File: config.mk
export PLATFORM = sky130hd
export DESIGN_NAME = oscillator_order_parameter
export DESIGN_NICKNAME = d
export VERILOG_FILES = /design/src/sv/oop_pkg.sv /design/src/sv/oop_cordic.sv /design/src/sv/oop_magnitude.sv /design/src/sv/oscillator_order_parameter.sv
export SDC_FILE = /design/constraint.sdc
export NUM_CORES = 2
export LEC_CHECK = 0
export BUFFER_PORTS_ARGS = -buffer_cell sky130_fd_sc_hd__buf_2
export CAP_MARGIN = 10
export CORE_MARGIN = 4
export CORE_UTILIZATION = 67
export CTS_BUF_LIST = sky130_fd_sc_hd__clkbuf_4
export DETAILED_ROUTE_END_ITERATION = 12
export PLACE_DENSITY = 0.81
export SLEW_MARGIN = 30
export SYNTH_ARGS = -nofsm -noshare
export SYNTH_HDL_FRONTEND = slang
export SYNTH_SLANG_ARGS = --single-unit
File: constraint.sdc
create_clock -name i_clk -period 12.8 [get_ports i_clk]
set_clock_uncertainty 0.2 [all_clocks]
set_input_delay 1.28 -clock i_clk [delete_from_list [all_inputs] [get_ports i_clk]]
set_output_delay 1.28 -clock i_clk [all_outputs]
set_load 0.01 [all_outputs]
File: src/sv/oop_pkg.sv
// Shared types, constants and helper functions of the oscillator order parameter block.
// Used by the CORDIC unit, the magnitude unit and the top level; depends on nothing else.
package oop_pkg;

    localparam int MAX_NODES    = 1024;
    localparam int ANGLE_BITS   = 16;
    localparam int CORDIC_STEPS = 16;
    localparam int ITER_W       = $clog2(CORDIC_STEPS);

    localparam int PHASE_W   = 16;
    localparam int MAG_W     = 16;
    localparam int ANG_OUT_W = 16;

    localparam int COUNT_W   = $clog2(MAX_NODES + 1);
    localparam int Q15_W     = 17;
    localparam int Q15_FRAC  = 15;
    localparam int Q15_ONE   = 32768;
    localparam int SUM_W     = $clog2(MAX_NODES) + Q15_W;
    localparam int ABS_W     = SUM_W - 1;
    localparam int SQ_W      = 2 * ABS_W;
    localparam int ROOT_W    = ABS_W;
    localparam int DIV_W     = ROOT_W + 1;
    localparam int CNT_W     = $clog2(DIV_W);

    localparam int VEC_SHIFT = 20;
    localparam int XY_W      = SUM_W + VEC_SHIFT + 2;

    localparam int ROT_GAIN_INV = 652032874;

    localparam logic [31:0] ANGLE_MASK = 32'((64'd1 << ANGLE_BITS) - 64'd1);
    localparam logic [31:0] ANGLE_RND  = 32'(64'd1 << (31 - ANGLE_BITS));
    localparam logic [31:0] HALF_TURN  = 32'h8000_0000;
    localparam logic [31:0] QUARTER_RND = 32'h2000_0000;

    localparam logic signed [XY_W-1:0] Q15_RND  = XY_W'(1 << (Q15_FRAC - 1));
    localparam logic signed [XY_W-1:0] CLAMP_HI = XY_W'(Q15_ONE);
    localparam logic signed [XY_W-1:0] CLAMP_LO = -XY_W'(Q15_ONE);

    localparam logic [31:0] ATAN_TAB [CORDIC_STEPS] = '{
        32'h2000_0000, 32'h12E4_051E, 32'h09FB_385B, 32'h0511_11D4,
        32'h028B_0D43, 32'h0145_D7E1, 32'h00A2_F61E, 32'h0051_7C55,
        32'h0028_BE53, 32'h0014_5F2F, 32'h000A_2F98, 32'h0005_17CC,
        32'h0002_8BE6, 32'h0001_45F3, 32'h0000_A2FA, 32'h0000_517D
    };

    typedef enum logic {
        CORDIC_ROTATE,
        CORDIC_VECTOR
    } t_cordic_mode;

    typedef struct packed {
        logic         start;
        t_cordic_mode mode;
    } t_cordic_ctrl;

    // Rounds a value at scale 2^30 to Q1.15 and clamps it to plus or minus one.
    function automatic logic signed [Q15_W-1:0] to_q15(input logic signed [XY_W-1:0] v);
        logic signed [XY_W-1:0] r;
        r = (v + Q15_RND) >>> Q15_FRAC;
        if (r > CLAMP_HI) begin
            r = CLAMP_HI;
        end else if (r < CLAMP_LO) begin
            r = CLAMP_LO;
        end
        return Q15_W'(r);
    endfunction

endpackage

File: src/sv/oop_cordic.sv
// Iterative CORDIC unit: one micro-rotation per cycle over a single add/shift datapath.
// Rotation mode gives Q1.15 cosine and sine; vectoring mode gives the angle. Uses oop_pkg.
module oop_cordic (
    input  logic                                i_clk,
    input  logic                                i_rst_n,
    input  oop_pkg::t_cordic_ctrl               i_ctrl,
    input  logic [31:0]                         i_angle,
    input  logic signed [oop_pkg::SUM_W-1:0]    i_cx,
    input  logic signed [oop_pkg::SUM_W-1:0]    i_sy,
    output logic                                o_busy,
    output logic signed [oop_pkg::Q15_W-1:0]    o_cos,
    output logic signed [oop_pkg::Q15_W-1:0]    o_sin,
    output logic [31:0]                         o_angle
);
    import oop_pkg::*;

    logic                    r_busy;
    t_cordic_mode            r_mode;
    logic [ITER_W-1:0]       r_iter;
    logic [1:0]              r_quad;
    logic signed [XY_W-1:0]  r_x;
    logic signed [XY_W-1:0]  r_y;
    logic [31:0]             r_z;

    logic [31:0]             rot_sum;
    logic [1:0]              rot_quad;
    logic [31:0]             rot_z;
    logic signed [XY_W-1:0]  vec_x;
    logic signed [XY_W-1:0]  vec_y;
    logic signed [XY_W-1:0]  shr_x;
    logic signed [XY_W-1:0]  shr_y;
    logic                    ccw;
    logic signed [XY_W-1:0]  post_x;
    logic signed [XY_W-1:0]  post_y;

    always_comb begin
        rot_sum  = i_angle + QUARTER_RND;
        rot_quad = rot_sum[31:30];
        rot_z    = i_angle - {rot_quad, 30'b0};
        vec_x    = XY_W'(i_cx) <<< VEC_SHIFT;
        vec_y    = XY_W'(i_sy) <<< VEC_SHIFT;
        shr_x    = r_x >>> r_iter;
        shr_y    = r_y >>> r_iter;
        ccw      = (r_mode == CORDIC_ROTATE) ? !r_z[31] : r_y[XY_W-1];
    end

    always_comb begin
        unique case (r_quad)
            2'd1: begin
                post_x = -r_y;
                post_y = r_x;
            end
            2'd2: begin
                post_x = -r_x;
                post_y = -r_y;
            end
            2'd3: begin
                post_x = r_y;
                post_y = -r_x;
            end
            default: begin
                post_x = r_x;
                post_y = r_y;
            end
        endcase
    end

    assign o_busy  = r_busy;
    assign o_cos   = to_q15(post_x);
    assign o_sin   = to_q15(post_y);
    assign o_angle = r_z;

    always_ff @(posedge i_clk) begin
        if (!i_rst_n) begin
            r_busy <= 1'b0;
        end else if (i_ctrl.start) begin
            r_busy <= 1'b1;
            r_mode <= i_ctrl.mode;
            r_iter <= '0;
            if (i_ctrl.mode == CORDIC_ROTATE) begin
                r_x    <= XY_W'(ROT_GAIN_INV);
                r_y    <= '0;
                r_z    <= rot_z;
                r_quad <= rot_quad;
            end else begin
                r_quad <= '0;
                if (i_cx[SUM_W-1]) begin
                    r_x <= -vec_x;
                    r_y <= -vec_y;
                    r_z <= HALF_TURN;
                end else begin
                    r_x <= vec_x;
                    r_y <= vec_y;
                    r_z <= '0;
                end
            end
        end else if (r_busy) begin
            if (ccw) begin
                r_x <= r_x - shr_y;
                r_y <= r_y + shr_x;
                r_z <= r_z - ATAN_TAB[r_iter];
            end else begin
                r_x <= r_x + shr_y;
                r_y <= r_y - shr_x;
                r_z <= r_z + ATAN_TAB[r_iter];
            end
            r_iter <= r_iter + ITER_W'(1);
            if (r_iter == ITER_W'(CORDIC_STEPS - 1)) begin
                r_busy <= 1'b0;
            end
        end
    end

endmodule

File: src/sv/oop_magnitude.sv
// Magnitude unit: shift-add squaring, digit-by-digit square root and restoring division,
// one step per cycle, giving the rounded mean-vector length in Q1.15. Uses oop_pkg.
module oop_magnitude (
    input  logic                          i_clk,
    input  logic                          i_rst_n,
    input  logic                          i_start,
    input  logic [oop_pkg::ABS_W-1:0]     i_cos_abs,
    input  logic [oop_pkg::ABS_W-1:0]     i_sin_abs,
    input  logic [oop_pkg::COUNT_W-1:0]   i_count,
    output logic                          o_busy,
    output logic [oop_pkg::MAG_W-1:0]     o_magnitude
);
    import oop_pkg::*;

    typedef enum logic [2:0] {
        M_IDLE,
        M_SQ_C,
        M_SQ_S,
        M_ROOT,
        M_BIAS,
        M_DIV
    } t_mag_state;

    t_mag_state           r_state;
    logic [CNT_W-1:0]     r_cnt;
    logic [SQ_W-1:0]      r_acc;
    logic [SQ_W-1:0]      r_mcand;
    logic [ABS_W-1:0]     r_mplier;
    logic [ABS_W-1:0]     r_sin_abs;
    logic [COUNT_W-1:0]   r_count;
    logic [SQ_W-1:0]      r_root;
    logic [SQ_W-1:0]      r_bit;
    logic [COUNT_W-1:0]   r_rem;
    logic [DIV_W-1:0]     r_dq;

    logic [SQ_W-1:0]      acc_sum;
    logic [SQ_W-1:0]      root_try;
    logic                 root_fits;
    logic [COUNT_W:0]     div_try;
    logic                 div_fits;
    logic [COUNT_W:0]     div_diff;
    logic                 sq_last;

    always_comb begin
        acc_sum   = r_mplier[0] ? (r_acc + r_mcand) : r_acc;
        root_try  = r_root + r_bit;
        root_fits = (r_acc >= root_try);
        div_try   = {r_rem, r_dq[DIV_W-1]};
        div_fits  = (div_try >= {1'b0, r_count});
        div_diff  = div_try - {1'b0, r_count};
        sq_last   = (r_cnt == CNT_W'(ABS_W - 1));
    end

    always_comb begin
        if (r_count == '0) begin
            o_magnitude = '0;
        end else if (r_dq > DIV_W'(Q15_ONE)) begin
            o_magnitude = MAG_W'(Q15_ONE);
        end else begin
            o_magnitude = r_dq[MAG_W-1:0];
        end
    end

    assign o_busy = (r_state != M_IDLE);

    always_ff @(posedge i_clk) begin
        if (!i_rst_n) begin
            r_state <= M_IDLE;
            r_cnt   <= '0;
        end else begin
            unique case (r_state)
                M_IDLE: begin
                    if (i_start) begin
                        r_acc     <= '0;
                        r_mcand   <= SQ_W'(i_cos_abs);
                        r_mplier  <= i_cos_abs;
                        r_sin_abs <= i_sin_abs;
                        r_count   <= i_count;
                        r_cnt     <= '0;
                        r_state   <= M_SQ_C;
                    end
                end
                M_SQ_C: begin
                    r_acc <= acc_sum;
                    if (sq_last) begin
                        r_mcand  <= SQ_W'(r_sin_abs);
                        r_mplier <= r_sin_abs;
                        r_cnt    <= '0;
                        r_state  <= M_SQ_S;
                    end else begin
                        r_mcand  <= r_mcand << 1;
                        r_mplier <= r_mplier >> 1;
                        r_cnt    <= r_cnt + CNT_W'(1);
                    end
                end
                M_SQ_S: begin
                    r_acc <= acc_sum;
                    if (sq_last) begin
                        r_root  <= '0;
                        r_bit   <= SQ_W'(1) << (SQ_W - 2);
                        r_cnt   <= '0;
                        r_state <= M_ROOT;
                    end else begin
                        r_mcand  <= r_mcand << 1;
                        r_mplier <= r_mplier >> 1;
                        r_cnt    <= r_cnt + CNT_W'(1);
                    end
                end
                M_ROOT: begin
                    if (root_fits) begin
                        r_acc  <= r_acc - root_try;
                        r_root <= (r_root >> 1) + r_bit;
                    end else begin
                        r_root <= r_root >> 1;
                    end
                    r_bit <= r_bit >> 2;
                    r_cnt <= r_cnt + CNT_W'(1);
                    if (r_cnt == CNT_W'(ROOT_W - 1)) begin
                        r_state <= M_BIAS;
                    end
                end
                M_BIAS: begin
                    r_dq    <= DIV_W'(r_root[ROOT_W-1:0]) + DIV_W'(r_count >> 1);
                    r_rem   <= '0;
                    r_cnt   <= '0;
                    r_state <= M_DIV;
                end
                M_DIV: begin
                    r_rem <= div_fits ? div_diff[COUNT_W-1:0] : div_try[COUNT_W-1:0];
                    r_dq  <= {r_dq[DIV_W-2:0], div_fits};
                    r_cnt <= r_cnt + CNT_W'(1);
                    if (r_cnt == CNT_W'(DIV_W - 1)) begin
                        r_state <= M_IDLE;
                    end
                end
                default: begin
                    r_state <= M_IDLE;
                end
            endcase
        end
    end

endmodule

File: src/sv/oscillator_order_parameter.sv
// Order parameter of a set of oscillator phases; instantiates oop_cordic and oop_magnitude.
// A phase is accepted only in the idle state; it runs the shared CORDIC iterations and is
// accumulated before the next one is taken, while a phase beyond the node limit only sets
// the overflow flag. A set's result enters the output register once the vectoring CORDIC and
// the magnitude unit are done and the register is free, and waits there until the receiver takes it.
// Synchronous active-low reset clears the sums, the count, the overflow flag and all valids.
module oscillator_order_parameter (
    input  logic        i_clk,
    input  logic        i_rst_n,
    input  logic        i_s_tvalid,
    output logic        o_s_tready,
    input  logic [15:0] i_s_tdata,   // [15:0] phase_angle
    input  logic        i_s_tlast,   // last_phase
    output logic        o_m_tvalid,
    input  logic        i_m_tready,
    output logic [31:0] o_m_tdata,   // [15:0] order_magnitude, [31:16] mean_angle
    output logic        o_m_tuser    // set_overflow
);
    import oop_pkg::*;

    typedef enum logic [1:0] {
        S_IDLE,
        S_ROT,
        S_FIN,
        S_WAIT
    } t_top_state;

    t_top_state                r_state;
    logic                      r_last;
    logic signed [SUM_W-1:0]   r_cos_sum;
    logic signed [SUM_W-1:0]   r_sin_sum;
    logic [COUNT_W-1:0]        r_count;
    logic                      r_overflow;
    logic                      r_out_valid;
    logic [MAG_W-1:0]          r_out_mag;
    logic [ANG_OUT_W-1:0]      r_out_angle;
    logic                      r_out_ovf;

    logic                      s_accept;
    logic                      not_full;
    logic [31:0]               phase_bam;
    t_cordic_ctrl              cordic_ctrl;
    logic                      cordic_busy;
    logic signed [Q15_W-1:0]   cordic_cos;
    logic signed [Q15_W-1:0]   cordic_sin;
    logic [31:0]               cordic_angle;
    logic                      mag_busy;
    logic [MAG_W-1:0]          mag_value;
    logic [ABS_W-1:0]          cos_abs;
    logic [ABS_W-1:0]          sin_abs;
    logic [31:0]               ang_rnd;
    logic [31:0]               ang_full;
    logic                      sums_zero;
    logic                      out_free;
    logic                      out_load;

    always_comb begin
        s_accept  = i_s_tvalid && (r_state == S_IDLE);
        not_full  = (r_count < COUNT_W'(MAX_NODES));
        phase_bam = (32'(i_s_tdata[PHASE_W-1:0]) & ANGLE_MASK) << (32 - ANGLE_BITS);
        cordic_ctrl.start = (s_accept && not_full) || (r_state == S_FIN);
        cordic_ctrl.mode  = (r_state == S_FIN) ? CORDIC_VECTOR : CORDIC_ROTATE;
        cos_abs   = r_cos_sum[SUM_W-1] ? ABS_W'(-r_cos_sum) : ABS_W'(r_cos_sum);
        sin_abs   = r_sin_sum[SUM_W-1] ? ABS_W'(-r_sin_sum) : ABS_W'(r_sin_sum);
        ang_rnd   = cordic_angle + ANGLE_RND;
        ang_full  = ang_rnd >> (32 - ANGLE_BITS);
        sums_zero = (r_cos_sum == '0) && (r_sin_sum == '0);
        out_free  = !r_out_valid || i_m_tready;
        out_load  = (r_state == S_WAIT) && !cordic_busy && !mag_busy && out_free;
    end

    oop_cordic u_cordic (
        .i_clk   (i_clk),
        .i_rst_n (i_rst_n),
        .i_ctrl  (cordic_ctrl),
        .i_angle (phase_bam),
        .i_cx    (r_cos_sum),
        .i_sy    (r_sin_sum),
        .o_busy  (cordic_busy),
        .o_cos   (cordic_cos),
        .o_sin   (cordic_sin),
        .o_angle (cordic_angle)
    );

    oop_magnitude u_magnitude (
        .i_clk       (i_clk),
        .i_rst_n     (i_rst_n),
        .i_start     (r_state == S_FIN),
        .i_cos_abs   (cos_abs),
        .i_sin_abs   (sin_abs),
        .i_count     (r_count),
        .o_busy      (mag_busy),
        .o_magnitude (mag_value)
    );

    assign o_s_tready = (r_state == S_IDLE);
    assign o_m_tvalid = r_out_valid;
    assign o_m_tdata  = {r_out_angle, r_out_mag};
    assign o_m_tuser  = r_out_ovf;

    always_ff @(posedge i_clk) begin
        if (!i_rst_n) begin
            r_state     <= S_IDLE;
            r_last      <= 1'b0;
            r_cos_sum   <= '0;
            r_sin_sum   <= '0;
            r_count     <= '0;
            r_overflow  <= 1'b0;
            r_out_valid <= 1'b0;
        end else begin
            if (out_load) begin
                r_out_valid <= 1'b1;
            end else if (r_out_valid && i_m_tready) begin
                r_out_valid <= 1'b0;
            end
            unique case (r_state)
                S_IDLE: begin
                    if (s_accept) begin
                        r_last <= i_s_tlast;
                        if (not_full) begin
                            r_state <= S_ROT;
                        end else begin
                            r_overflow <= 1'b1;
                            if (i_s_tlast) begin
                                r_state <= S_FIN;
                            end
                        end
                    end
                end
                S_ROT: begin
                    if (!cordic_busy) begin
                        r_cos_sum <= r_cos_sum + SUM_W'(cordic_cos);
                        r_sin_sum <= r_sin_sum + SUM_W'(cordic_sin);
                        r_count   <= r_count + COUNT_W'(1);
                        r_state   <= r_last ? S_FIN : S_IDLE;
                    end
                end
                S_FIN: begin
                    r_state <= S_WAIT;
                end
                S_WAIT: begin
                    if (out_load) begin
                        r_out_mag   <= mag_value;
                        r_out_angle <= sums_zero ? '0 : ang_full[ANG_OUT_W-1:0];
                        r_out_ovf   <= r_overflow;
                        r_cos_sum   <= '0;
                        r_sin_sum   <= '0;
                        r_count     <= '0;
                        r_overflow  <= 1'b0;
                        r_state     <= S_IDLE;
                    end
                end
                default: begin
                    r_state <= S_IDLE;
                end
            endcase
        end
    end

endmodule
# Yosys cells after proc, flatten, opt, wreduce, memory -nomap -nowiden
# Memories as Yosys holds them, arrays and structs flattened.
# Index checks and enable logic that the tools add are counted.
[op_classes]
n_reduce_logical = 45
n_eq_ne = 27
shifts = 2
addsub = 28
n_lt_le_gt_ge = 9
n_bitwise = 1
n_mux = 82
[ops]
columns = ["operator", "count"]
rows = [
  ["49-bit two-way mux", 10],
  ["52-bit two-way mux", 9],
  ["52-bit one-hot mux with 3 select lines", 2],
  ["49-bit one-hot mux with 3 select lines", 2],
  ["32-bit two-way mux", 7],
  ["52-bit one-hot mux with 2 select lines", 2],
  ["27-bit one-hot mux with 2 select lines", 3],
  ["26-bit two-way mux", 5],
  ["52-bit adder", 2],
  ["49-bit by 16-bit adder with 49-bit output, second input constant", 2],
  ["49-bit adder", 2],
  ["47-bit negation with 49-bit output", 2],
  ["49-bit negation", 2],
  ["49-bit by 4-bit >>> shifter with 49-bit output", 2],
  ["49-bit subtractor", 2],
  ["27-bit two-way mux", 3],
  ["26-bit one-hot mux with 3 select lines", 1],
  ["34-bit by 17-bit > comparator with 1-bit output, second input constant", 2],
  ["34-bit by 16-bit < comparator with 1-bit output, second input constant", 2],
  ["17-bit two-way mux", 4],
  ["32-bit subtractor", 2],
  ["27-bit by 17-bit adder with 27-bit output", 2],
  ["27-bit zero test", 2],
  ["51-bit by 52-bit adder with 52-bit output", 1],
  ["52 further kinds", 121],
]
[word_totals]
elab_cells = 224
rom_bits = 512
reg_bits = 558
mem_count = 1
[mem_list]
columns = ["memory", "depth", "word_bits", "read_ports", "rd_ports_with_merged_regs", "write_ports", "line", "source"]
rows = [
  ["(name not given)", 16, 32, 1, 0, 0, "oop_cordic.sv:101", "r_z <= r_z - ATAN_TAB[r_iter];"],
]

# Logic depth before layout (Yosys ltp)
[depth]
word_depth = 9
depth_mapped = 36

# Modules after synthesis
# A second synthesis with hierarchy kept.
[hier_totals]
hier_cells = 6660
area_unflattened_um2 = 56426.6
[modules_own_cells]
columns = ["mod", "n_inst", "area_per_inst_um2", "cells_each"]
rows = [
  ["oop_cordic", 1, 26472.9, 3329],
  ["oop_magnitude", 1, 22684.3, 2462],
  ["oscillator_order_parameter", 1, 7269.5, 869],
]

# Least setup slack after synthesis
# OpenSTA, ideal clock, no wires.
[synth_path]
path_kind = "register -> register"
start = "register u_magnitude.r_root[2]"
end = "register u_magnitude.r_acc[0] (enable)"
setup_ps = 540
arrival_ps = 8616
slack_ps = 3445
t_required_ps = 12060
stages_incl_launch_ff = 24
cell_sequence = "edfxtp_1 ha_1 a31oi_1 o21bai_1 a31oi_1 o31ai_1 a31oi_1 o211ai_1 a21o_1 a31o_2 a41oi_1 o21ai_0 a31o_2 a31oi_1 xor2_1 ha_1 nand4_1 nor3_1 nand4_1 nor4_1 a211o_1 nor2_1 clkbuf_1 a211oi_1"
[synth_via]
elab_chain_len = 4
[synth_rtl]
columns = ["element", "line", "source"]
rows = [
  ["start: declaration", "oop_magnitude.sv:31", "logic [SQ_W-1:0] r_root;"],
  ["start signal: assignment", "oop_magnitude.sv:112", "r_root <= (r_root >> 1) + r_bit;"],
  ["start signal: assignment", "oop_magnitude.sv:114", "r_root <= r_root >> 1;"],
  ["52-bit adder", "oop_magnitude.sv:46", "root_try = r_root + r_bit;"],
  ["52-bit greater-or-equal comparator", "oop_magnitude.sv:47", "root_fits = (r_acc >= root_try);"],
  ["2-bit by 1-bit inequality test with 1-bit output (no source line)", "n/a", ""],
  ["5-bit AND reduction (no source line)", "n/a", ""],
  ["end signal: assignment", "oop_magnitude.sv:84", "r_acc <= acc_sum;"],
  ["end signal: assignment", "oop_magnitude.sv:97", "r_acc <= acc_sum;"],
  ["end signal: assignment", "oop_magnitude.sv:111", "r_acc <= r_acc - root_try;"],
  ["end: declaration", "oop_magnitude.sv:26", "logic [SQ_W-1:0] r_acc;"],
]
# No other way between the ends.
# A chain may end at the register's enable or synchronous reset.

# Final worst setup path
[layout_path]
start = "register u_cordic.r_x[8]"
end = "register r_cos_sum[23]"
[layout_via]
elab_chain_len = 9
[layout_rtl]
columns = ["element", "line", "source"]
rows = [
  ["start: declaration", "oop_cordic.sv:21", "logic signed [XY_W-1:0] r_x;"],
  ["start signal: assignment", "oop_cordic.sv:81", "r_x <= XY_W'(ROT_GAIN_INV);"],
  ["start signal: assignment", "oop_cordic.sv:88", "r_x <= -vec_x;"],
  ["start signal: assignment", "oop_cordic.sv:92", "r_x <= vec_x;"],
  ["49-bit negation", "oop_cordic.sv:54", "post_x = -r_x;"],
  ["49-bit one-hot mux with 3 select lines *", "oop_cordic.sv:48", "unique case (r_quad)"],
  ["49-bit by 16-bit adder with 49-bit output *", "oop_pkg.sv:59", "r = (v + Q15_RND) >>> Q15_FRAC;"],
  ["34-bit by 16-bit < comparator with 1-bit output", "oop_pkg.sv:62", "end else if (r < CLAMP_LO) begin"],
  ["17-bit two-way mux", "oop_pkg.sv:62", ""],
  ["17-bit two-way mux *", "oop_pkg.sv:60", "if (r > CLAMP_HI) begin"],
  ["27-bit by 17-bit adder with 27-bit output *", "oscillator_order_parameter.sv:132", "r_cos_sum <= r_cos_sum + SUM_W'(cordic_cos);"],
  ["27-bit two-way mux *", "oscillator_order_parameter.sv:131", "if (!cordic_busy) begin"],
  ["27-bit one-hot mux with 2 select lines *", "oscillator_order_parameter.sv:116", "unique case (r_state)"],
  ["end signal: assignment", "oscillator_order_parameter.sv:132", ""],
  ["end: declaration", "oscillator_order_parameter.sv:30", "logic signed [SUM_W-1:0] r_cos_sum;"],
]
# Every way passes the cells marked *; elsewhere a longest branch is shown, timed or not. The select of a mux whose other input is x is not followed.

==> results.toml <==
[synthesis]
synth_flop_cell = "edfxtp_1"
ys_types = 106
yosysTopAreaCellShare_pct = 25.21
synth_area_um2 = 53950
synthCells = 6307
syn_area_per_cell_um2 = 8.554
ys_warn_count = 0
ys_seq_area_share_pct = 28.15
synthTopCellsByArea = "edfxtp_1, ha_1, xnor2_1, xor2_1, nand2_1"
synth_top_area_cell = "edfxtp_1"
async_reset_ff_share_pct = 0
syn_nets = 6693
synth-edff-count = 453
ys_ff_latch = 532

[power_and_ir_drop]
combPwrFrac_pct = 64.9
p_clk_share_pct = 12.2
p_leak_nw = 22.27
swShare_pct = 49.36
p_seq_share_pct = 22.9
power.density_nw_per_um2 = 237.6
power_mw = 13.49
p_switching_mw = 6.661
vdd.ir_drop.worst_mv = 0.3341
p_int_mw = 6.834

[critical_path]
crit_required_ps = 13610
start_kind = "register"
path_class = "reg -> reg"
arrival_ps = 11230
cp_top_family = "compound AO/OA/AOI/OAI gates"
max_stage_delay_ps = 810
crit_buf_inv = 1
crit_path_end_kind = "register"
critPathMostFrequentCell = "a21o_1"
slowest_stage = "nor4b_1"
path_max_fanout = 13

[finish]
seq_area_um2 = 15190
nets = 6611
fill_cells = 6283
syn_to_final_growth_pct = 5.288
layout_common_cells = "nand2_1, nor2_1, edfxtp_1, a21oi_1, o21ai_0"
drive_above_1_share_pct = 10.18
layout.cells.most_common = "nand2_1"
final_util_pct = 71.55
multiInputGateArea_um2 = 36990

[timing]
setup_ws_ps = 2384
tightest_slew_ps = 1018
period_share_pct = 81.38
fmax_ghz = 0.09601
tns_ps = 0
rsz0062_at_grt = "no"
finalCriticalPeriod_ps = 10420
final_hold_viol_count = 0
holdWs_ps = 230.6
finalSetupViolCount = 0
relSlewSlack_pct = 32.16
slew_violations = 0

[drt]
drtIter0Drc = 6247
drc_errors = 0
vias = 50910
viasPerCell = 6.877
ant_nets = 0
first_pass_iters = 9
wl_per_cell_um = 23.03
wl_um = 170500

[clocking]
h-tree-depth = 4
clk_pin_slew_worst_paths_ps = 70
post_cts_resize_count = 0
clock-sinks = 532
cts_buffer_depth = 3
cts_tree = "done"
cts_root_buffer = "clkbuf_4"
clk_latency_ps = 1140
hold_buffers = 0
cts_buffers = 153
cts_setup_buffers = 0

[global_routing]
grt_pass1_vias = 47360
groute.layer.met1.usage_pct = 53.94
grt-ovfl-total = 0
grt_max_degree = 89
grt_use_met3_pct = 8.039
busiest_layer = "met2"
grt_pass1_wl_um = 265300
antenna_found_initial = 5
met2_usage_pct = 56.54
grt_util_all_layers_pct = 38.75

[die]
die_h_um = 291.8
ios = 56
core_um2 = 79390
die_area_um2 = 85130
rows = 103
die_w_um = 291.8
initial_utilization_pct = 67.96

[place]
place_congestion = 1.020
numPortBuffers = 55
pre_cts_slack_ps = 2679
post-dp-hpwl_um = 127900

[job]
cap_violations = 0

[worst_hold_path]
hold_class = "in -> reg"

[status]
status = "complete, no violations"
layer usage:
metal	routed length [µm]	vias up	share of wire, %
li1	-	23540	-
met1	70700	24140	41
met2	72080	2774	42
met3	17450	463	10
met4	10230	0	6.0
met5	0	-	0
synthesized netlist by cell type (all sizes together), types with 100 or more instances:
| cell | instances |
|---|---|
| ha | 356 |
| xnor2 | 343 |
| clkbuf | 273 |
| o22ai | 100 |
| nand3 | 155 |
| nand2 | 641 |
| and3 | 105 |
| mux4 | 105 |
| inv | 134 |
| xor2 | 340 |
| nor2 | 578 |
| a31oi | 125 |
| nor3 | 117 |
| edfxtp | 453 |
| a21o | 227 |
| a21oi | 406 |
| mux2i | 101 |
| o21ai | 367 |
worst paths after layout:
check / slack (ps) / cells past startpoint / to / startpoint
min reg2reg: 280 / 1 / r_cos_sum[24] / r_cos_sum[24]
min: 230 / 3 / u_cordic.o_angle[27] / i_s_tdata[11]
max reg2reg: 2380 / 27 / r_cos_sum[23] / u_cordic.r_x[8]
max: 2380 / 27 / r_cos_sum[23] / u_cordic.r_x[8]
stage by stage:
stage | instance area, µm² | instances
final | 56800 | 7403
after global placement | 54750 | 7118
after floorplan | 53950 | 6307
after CTS | 56740 | 7394
after detailed placement | 54820 | 7120
after global routing | 56790 | 7396
state kept, by name (all words and copies together), names as in the netlist, 27 cells and up:
register and flops:
u_magnitude.r_acc 52, r_cos_sum 27, u_magnitude.r_mcand 52, u_magnitude.r_root 52, u_cordic.o_angle 32, u_cordic.r_y 49, r_sin_sum 27, u_cordic.r_x 49
u_magnitude.r_dq 27
power by group through the flow:
stage | logic (mW) | registers, mW | clock network, mW
detailed placement | 8.47 | 3.09 | 0
global route | 9.53 | 3.12 | 1.77
finish | 8.76 | 3.09 | 1.64
global placement | 8.28 | 3.07 | 0
floorplan | 6.81 | 2.67 | 0
CTS | 8.54 | 3.06 | 1.67
final cells by class:
type,count,share of cell area [%]
inverters,136,0.8987
diodes,9,0.03965
multi-input cells,5277,65.12
clock buffers,214,2.828
clock inverters,60,0.5463
well taps,1050,2.313
flip-flops and latches,532,26.73
repair buffers,125,1.515
tightest hold or removal path: stages:
cell and delay, ps:
buf_2 80, nand2_1 40, o21ai_0 60
cell families after synthesis:
kind of cell / Yosys count / share of synthesized area [%]
simple gates: 2190 / 19.81
compound gates: 1791 / 21.64
xor+xnor: 683 / 11.09
flops: 532 / 28.15
buf+inv: 498 / 3.597
fa+ha+maj: 365 / 8.590
mux: 248 / 7.134
(Power assumes the default switching activity.)
